<file path="src/rtl/vbap_pkg.sv">
// Shared types, codes and widths of the VBAP 2D panner.
package vbap_pkg;

  localparam int CFG_W   = 13;
  localparam int DIV_W   = 62;
  localparam int DVS_W   = 32;
  localparam int SQ_W    = 64;
  localparam int ROOT_W  = 32;
  localparam int OP_W    = 5;

  localparam logic [1:0] FUNC_LOAD   = 2'd0;
  localparam logic [1:0] FUNC_DIR    = 2'd1;
  localparam logic [1:0] FUNC_SAMPLE = 2'd2;

  localparam logic CFG_SPK_COUNT = 1'b0;
  localparam logic CFG_BLOCK_LEN = 1'b1;

  localparam logic [OP_W-1:0] OP_IDLE      = 5'd0;
  localparam logic [OP_W-1:0] OP_SC_RD     = 5'd1;
  localparam logic [OP_W-1:0] OP_SC_MUL    = 5'd2;
  localparam logic [OP_W-1:0] OP_SC_CMP    = 5'd3;
  localparam logic [OP_W-1:0] OP_P1_RD     = 5'd4;
  localparam logic [OP_W-1:0] OP_P2_RD     = 5'd5;
  localparam logic [OP_W-1:0] OP_P_CAP     = 5'd6;
  localparam logic [OP_W-1:0] OP_DET_MUL   = 5'd7;
  localparam logic [OP_W-1:0] OP_A1_MUL    = 5'd8;
  localparam logic [OP_W-1:0] OP_A2_MUL    = 5'd9;
  localparam logic [OP_W-1:0] OP_A2_SUB    = 5'd10;
  localparam logic [OP_W-1:0] OP_CHK       = 5'd11;
  localparam logic [OP_W-1:0] OP_NORM      = 5'd12;
  localparam logic [OP_W-1:0] OP_SQ1       = 5'd13;
  localparam logic [OP_W-1:0] OP_SQ2       = 5'd14;
  localparam logic [OP_W-1:0] OP_SQRT_GO   = 5'd15;
  localparam logic [OP_W-1:0] OP_SQRT_WAIT = 5'd16;
  localparam logic [OP_W-1:0] OP_G1_GO     = 5'd17;
  localparam logic [OP_W-1:0] OP_G1_WAIT   = 5'd18;
  localparam logic [OP_W-1:0] OP_G2_GO     = 5'd19;
  localparam logic [OP_W-1:0] OP_G2_WAIT   = 5'd20;
  localparam logic [OP_W-1:0] OP_ST_RD     = 5'd21;
  localparam logic [OP_W-1:0] OP_ST_GO     = 5'd22;
  localparam logic [OP_W-1:0] OP_ST_WAIT   = 5'd23;
  localparam logic [OP_W-1:0] OP_SM_RD     = 5'd24;
  localparam logic [OP_W-1:0] OP_SM_UPD    = 5'd25;
  localparam logic [OP_W-1:0] OP_SM_MUL    = 5'd26;
  localparam logic [OP_W-1:0] OP_SM_EMIT   = 5'd27;

  typedef struct packed {
    logic [1:0]         func;
    logic [3:0]         speaker_index;
    logic signed [15:0] speaker_x;
    logic signed [15:0] speaker_y;
    logic signed [15:0] source_x;
    logic signed [15:0] source_y;
    logic signed [23:0] sample_in;
  } vbap_in_t;

  typedef struct packed {
    logic [3:0]         channel;
    logic signed [23:0] sample_out;
    logic               last;
  } vbap_out_t;

  typedef struct packed {
    logic [OP_W-1:0] op;
    logic            accept;
  } vbap_cmd_t;

  typedef struct packed {
    logic k_last;
    logic k_emit;
    logic k_end;
    logic big;
    logic degen;
    logic sqrt_done;
    logic div_done;
    logic out_free;
  } vbap_stat_t;

endpackage

</file>
<file path="src/rtl/vbap_ctrl.sv">
// Sequencing state machine of the panner.
module vbap_ctrl
  import vbap_pkg::*;
(
  input  logic       clk,
  input  logic       rst_n,
  input  logic       in_valid,
  input  logic [1:0] in_func,
  output logic       in_ready,
  input  vbap_stat_t stat,
  output vbap_cmd_t  cmd
);

  logic [OP_W-1:0] state_r, state_nxt;

  always_comb begin
    state_nxt = state_r;
    case (state_r)
      OP_IDLE: begin
        if (in_valid) begin
          case (in_func)
            FUNC_DIR:    state_nxt = OP_SC_RD;
            FUNC_SAMPLE: state_nxt = OP_SM_RD;
            default:     state_nxt = OP_IDLE;
          endcase
        end
      end
      OP_SC_RD:     state_nxt = OP_SC_MUL;
      OP_SC_MUL:    state_nxt = OP_SC_CMP;
      OP_SC_CMP:    state_nxt = stat.k_last ? OP_P1_RD : OP_SC_RD;
      OP_P1_RD:     state_nxt = OP_P2_RD;
      OP_P2_RD:     state_nxt = OP_P_CAP;
      OP_P_CAP:     state_nxt = OP_DET_MUL;
      OP_DET_MUL:   state_nxt = OP_A1_MUL;
      OP_A1_MUL:    state_nxt = OP_A2_MUL;
      OP_A2_MUL:    state_nxt = OP_A2_SUB;
      OP_A2_SUB:    state_nxt = OP_CHK;
      OP_CHK:       state_nxt = stat.degen ? OP_ST_RD : OP_NORM;
      OP_NORM:      state_nxt = stat.big ? OP_SQ1 : OP_NORM;
      OP_SQ1:       state_nxt = OP_SQ2;
      OP_SQ2:       state_nxt = OP_SQRT_GO;
      OP_SQRT_GO:   state_nxt = OP_SQRT_WAIT;
      OP_SQRT_WAIT: state_nxt = stat.sqrt_done ? OP_G1_GO : OP_SQRT_WAIT;
      OP_G1_GO:     state_nxt = OP_G1_WAIT;
      OP_G1_WAIT:   state_nxt = stat.div_done ? OP_G2_GO : OP_G1_WAIT;
      OP_G2_GO:     state_nxt = OP_G2_WAIT;
      OP_G2_WAIT:   state_nxt = stat.div_done ? OP_ST_RD : OP_G2_WAIT;
      OP_ST_RD:     state_nxt = OP_ST_GO;
      OP_ST_GO:     state_nxt = OP_ST_WAIT;
      OP_ST_WAIT: begin
        if (stat.div_done) state_nxt = stat.k_end ? OP_IDLE : OP_ST_RD;
      end
      OP_SM_RD:     state_nxt = OP_SM_UPD;
      OP_SM_UPD:    state_nxt = OP_SM_MUL;
      OP_SM_MUL:    state_nxt = OP_SM_EMIT;
      OP_SM_EMIT: begin
        if (!stat.k_emit || stat.out_free) state_nxt = stat.k_end ? OP_IDLE : OP_SM_RD;
      end
      default:      state_nxt = OP_IDLE;
    endcase
  end

  always_ff @(posedge clk) begin
    if (!rst_n) begin
      state_r <= OP_IDLE;
    end else begin
      state_r <= state_nxt;
    end
  end

  assign in_ready   = (state_r == OP_IDLE);
  assign cmd.op     = state_r;
  assign cmd.accept = in_ready && in_valid;

endmodule

</file>
<file path="config.mk">
export PLATFORM = sky130hd
export DESIGN_NAME = vbap_ctrl
export DESIGN_NICKNAME = d
export VERILOG_FILES = /design/src/rtl/vbap_pkg.sv /design/src/rtl/vbap_ctrl.sv
export SDC_FILE = /design/constraint.sdc
export NUM_CORES = 1
export LEC_CHECK = 0
export ABC_AREA = 1
export BUFFER_PORTS_ARGS = -buffer_cell sky130_fd_sc_hd__buf_2
export CORE_AREA = 4 4 41 43
export DETAILED_ROUTE_END_ITERATION = 10
export DIE_AREA = 0 0 45 47
export GPL_ROUTABILITY_DRIVEN = 0
export PLACE_DENSITY = 0.86
export SKIP_CTS_REPAIR_TIMING = 1
export SYNTH_ARGS = -nofsm -noshare
export SYNTH_HDL_FRONTEND = slang
export SYNTH_SLANG_ARGS = --single-unit
</file>
<file path="constraint.sdc">
create_clock -name clk -period 1.35 [get_ports clk]
set_input_delay 0.2025 -clock clk [delete_from_list [all_inputs] [get_ports clk]]
set_output_delay 0.2025 -clock clk [all_outputs]
set_load 0.02 [all_outputs]
</file>
Yosys cells after proc, flatten, opt, wreduce, memory -nomap -nowiden
Cells that the tools add are included.
Word-level totals
  register bits after elaboration: 5
  output and inout bits: 7
Operators by class
  equality and inequality tests: 32
  multiplexer cells: 13
  reduce and logical (&&, ||, !) cells: 5
Operators with widths (number)
  5-bit one-hot mux with 28 select lines: 1
  5-bit == test, second input constant: 12
  5-bit by 4-bit == test with 1-bit output, second input constant: 8
  5-bit 2-to-1 mux: 6
  5-bit by 3-bit == test with 1-bit output, second input constant: 4
  5-bit by 2-bit == test with 1-bit output, second input constant: 2
  5-bit one-hot mux with 2 select lines: 1
  2-bit != test, second input constant: 3
  5-bit by 1-bit == test with 1-bit output, second input constant: 1
  5-bit logical NOT: 1
  1-bit 2-to-1 mux: 4
  3-bit 2-to-1 mux: 1
  3-bit AND reduction: 1
  2-bit by 1-bit == test with 1-bit output, second input constant: 1
  2-bit == test, second input constant: 1
  1-bit logical AND: 1
  1-bit logical NOT: 1
  1-bit logical OR: 1

Depth between registers and ports, before layout
  word-level depth: 4
  depth in mapped cells: 10
  depth with buffers taken out: 10

Least setup slack after synthesis
Ideal clock, no wire load.
  kind: reg2out
  start point: register state_r[2]
  end point: output port cmd[0] in the netlist's numbering
  arrival time: 1.231 ns
  data required time: 1.148 ns
  path slack: -0.084 ns
  stages on the path, launching flop included: 4
  buffers on the path: 0
  cells stage by stage: dfxtp_1 -> nor2_4 -> nand2_2 -> nor3_1
RTL lines
  from (decl): line vbap_ctrl.sv:14  | logic [OP_W-1:0] state_r, state_nxt;
  from (signal assigned): line vbap_ctrl.sv:67  | state_r <= state_nxt;
  to (decl): line vbap_ctrl.sv:11  | output vbap_cmd_t cmd

==> results.md <==
- The combinational cell fraction of total power is 0.506.
- The path with the worst hold slack has its endpoint at state_r[1].
- Relative to the synthesized area, the layout overhead comes to 38.3%.
- The switching power share of the total is 0.432.
- For the worst flop-to-flop path, the logic depth is 10.
- The final setup violation count is 0.
- The share of total power dissipated in sequential elements is 0.264.
- The worst hold path begins at rst_n.
- The maximum buffer depth of the clock tree is 2.
- The kind of cell with the highest combined delay along the critical path is flip-flops.
- The final number of max-transition violations is 0.
- The Yosys step of the flow raised 0 warnings.
- The via count of the first global-routing pass is 674.
- The clock net in this run drives a total of 5 sinks.
- The summed instance area of the synthesized netlist is approximately 620 sq um.
- The analysis attributes to net switching a power of 327 uW.
- Headroom to the max-slew limit came out at 0.862.
- The count of filler cells inserted in the layout is about 120.
- The worst setup path is launched from a flop.
- For this run, the slowest stage of the critical path takes 0.37 ns.
- The antenna diode count is 0.
- The floorplan step set the die width to between 40 and 50 microns.
- The number of buffers inserted during clock tree synthesis is 3.
- The initial antenna violation count is 0.
- The combined global-route utilization of all metal layers is 0.179.
- Setup repair after global routing could not meet its margin everywhere.
- Before antenna repair, the detailed router went through 4 iterations.
- The final layout contains routed wiring with a total length of about 1900 microns.
- The slowest library cell on the worst path is sky130_fd_sc_hd__dfxtp_4.
- The maximum number of pins on one net before global-route repair is 13.
- The number of enable flip-flop cells after synthesis is 0.
- The predominant post-synthesis flop cell is sky130_fd_sc_hd__dfxtp_1.
- Of the synthesized area, sequential elements account for 0.162.
- In the final timing run, aggregate negative setup slack is 0 ns.
- After detailed placement, the total cell area comes to between 700 and 800 sq um.
- CTS built an H-tree with a depth of 1.
- By count the netlist is led by 26 x sky130_fd_sc_hd__nand2_1, 14 x sky130_fd_sc_hd__nand3_1, 12 x sky130_fd_sc_hd__inv_1, 10 x sky130_fd_sc_hd__nor2_1, 6 x sky130_fd_sc_hd__nand4_1.
- Across the whole layout, storage elements account for between 100 and 150 sq um.
- The synthesized instance count is 105.
- The total half-perimeter wirelength after legalization and detailed placement is around 1400 microns.
- The area of the die is roughly 2100 sq um.
- Once layout is complete, the utilization of the core stands at 0.656.
- The worst clock skew on the final layout is about 0.0013 ns.
- In the post-synthesis netlist, the biggest area contributors are sky130_fd_sc_hd__dfxtp_1 16%, sky130_fd_sc_hd__nand2_1 16%, sky130_fd_sc_hd__nand3_1 11%.
- The most common cell in the netlist is sky130_fd_sc_hd__nand2_1.
- The final period utilization is 0.991.
- The startpoint of the lowest-slack register-to-register path is state_r[3].
- The critical path is of the reg -> out type.
- The initial cell density of the core is 0.474.
- Across the VDD grid, the largest voltage drop is 0.696 mV.
- For the worst setup path, the data arrival time is 1.14 ns.
- Synthesis produced a netlist with a net count of around 120.
- Summing all non-filler instances in the final layout gives an area of approximately 850 sq um.
- Global routing finished with a remaining overflow of 0.
- The number of hold violations in the final report is 0.
- The slew at the pin with the worst max-slew slack is about 0.21 ns.
- The clock-pin transition on the worst setup and hold timing paths is about 0.04 ns.
- The clock tree from TritonCTS is built.
- Across all register-to-register paths, the minimum setup slack is ~0.020 ns.
- The average cell area after synthesis is 5.87 sq um.
- The library cell used as clock root buffer is sky130_fd_sc_hd__clkbuf_4.
- The endpoint identified for the worst register-to-register timing path is state_r[0].
- Of the post-synthesis cell area, the dominant cell type holds 0.162.
- The signal on the critical path passes through nor2_4 > nand2_4 > nor3_2 > buf_4.
- For this run, the post-layout net count is ~150.
- The internal power of the cells totals about 430 uW.
- Input and output buffers added on the ports amount to 19.
- STA puts the critical path data required time at ~1.2 ns.
- Counting both buffers and inverters, the worst setup path holds a total of 1.
- The core box area is approximately 1300 sq um.
- The post-synthesis sequential element count is 5.
- The worst hold path passes through 3 cells.
- The row count is 13.
- In the routed layout, each cell is associated on average with a via count of around 5.6.
- The path category of the worst min-delay check is in -> reg.
- The detailed router finished its first iteration with 39 violations.
- The routed wire length per instance is about 13 microns.
- The type of element capturing the critical path is an output port.
- The share of flip-flops with an asynchronous set or reset is 0.
- The floorplan die height is 47 microns.
- Based on the critical path, the design can be clocked at up to around 0.75 GHz.
- The register with the highest flop count is state_r.
- The area occupied by multi-input gates is 475 sq um.
- Along the worst path, the maximum fanout reaches 7.
- The reported leakage power is between 0.4 and 0.5 nW.
- In the final layout, the registers with the most flip-flops are state_r (5).
- For this run, design rule violations remaining after detail routing come to 0.
- Pin placement for this block handled 20 I/O pins.
- The biggest area contributor in the post-synthesis netlist is sky130_fd_sc_hd__dfxtp_1.
- The share of final-layout standard cells stronger than drive strength 1 is 0.439.
- The flip-flop count of the largest register, all copies and words added is 5.
- The first global-routing pass estimated 2760 microns of wire.
- The share of total power dissipated in the clock network is 0.230.
- The time the worst path needs with I/O delays and setup is around 1.3 ns.
- The flow ran to the end, and the final reports show no timing, DRC or antenna violations.
- In this run the power density over the cells is ~900 nW/um^2.
- The antenna violation net count after detailed routing is 0.
- The routed layout has approximately 820 vias.
- The clock latency on the worst-skew pair is approximately 0.25 ns.
- The distinct cell type count of the synthesized netlist is 22.
- The tool flagged a number of max-cap violations equal to 0.
## final cells by class
type,instances,share of cell area
Clock buffer,4,0.0308
Inverter,16,0.0792
Multi-Input combinational cell,82,0.557
Sequential cell,5,0.136
Tap cell,15,0.0220
Timing Repair Buffer,25,0.174
## tightest hold or removal path, cell delays in order
cell and delay, ns:
sky130_fd_sc_hd__buf_2 0.07, sky130_fd_sc_hd__inv_1 0.08, sky130_fd_sc_hd__nor2_1 0.10
## routing by layer
layer / up-vias / global-route usage / part of all wire
li1: 403 / - / -
met1: 354 / 0.214 / 0.38
met2: 50 / 0.308 / 0.50
met3: 9 / 0.0307 / 0.087
met4: 0 / 0.0936 / 0.028
met5: - / 0 / 0
## kinds of logic after synthesis
kind of cell	count (synthesis)	synth area share
and+or+nand+nor	72	0.617
DFF	5	0.162
AOI/OAI and AO/OA	9	0.0913
buffers and inverters	18	0.116
xor gates and xnor gates	1	0.0142
## power groups by stage
stage	sequential [mW]	clock [mW]	combinational, mW
final	0.200	0.174	0.383
after global routing	0.204	0.191	0.415
after global placement	0.196	0	0.311
after CTS	0.196	0.177	0.319
after detailed placement	0.198	0	0.318
after floorplan	0.213	0	0.212
## placed cells by master, fill, tap and decap left out, types with 2 or more instances in the layout
cell                        n
sky130_fd_sc_hd__a21oi_1    5
sky130_fd_sc_hd__buf_2     17
sky130_fd_sc_hd__buf_4      7
sky130_fd_sc_hd__clkbuf_4   3
sky130_fd_sc_hd__dfxtp_4    4
sky130_fd_sc_hd__inv_1     11
sky130_fd_sc_hd__inv_2      3
sky130_fd_sc_hd__nand2_1   25
sky130_fd_sc_hd__nand2_2    4
sky130_fd_sc_hd__nand2_4    2
sky130_fd_sc_hd__nand3_1   13
sky130_fd_sc_hd__nand3_2    2
sky130_fd_sc_hd__nand4_1    6
sky130_fd_sc_hd__nor2_1     9
sky130_fd_sc_hd__nor2_2     2
sky130_fd_sc_hd__nor2_4     6
sky130_fd_sc_hd__nor3_2     2
## worst max path at each step
stage,startpoint,endpoint,depth (start not counted)
after floorplan,state_r[2],cmd[0],3
after global placement,state_r[2],state_r[1],8
after detailed placement,state_r[2],state_r[1],8
after CTS,state_r[2],cmd[0],4
after global routing,state_r[3],cmd[0],4
final,state_r[3],cmd[0],4
## stage by stage
step	total power [mW]	setup WS (ns)	std cells	hold WS [ns]
4_1_cts	0.693	-0.121	143	0.250
6_report	0.758	0.0122	147	0.249
3_5_place_dp	0.516	0.00119	139	0.503
2_1_floorplan	0.425	0.0142	105	0.384
5_1_grt	0.809	-0.0556	147	0.283
3_3_place_gp	0.507	0.0307	139	0.494
Power figures use the tool's default switching activity.
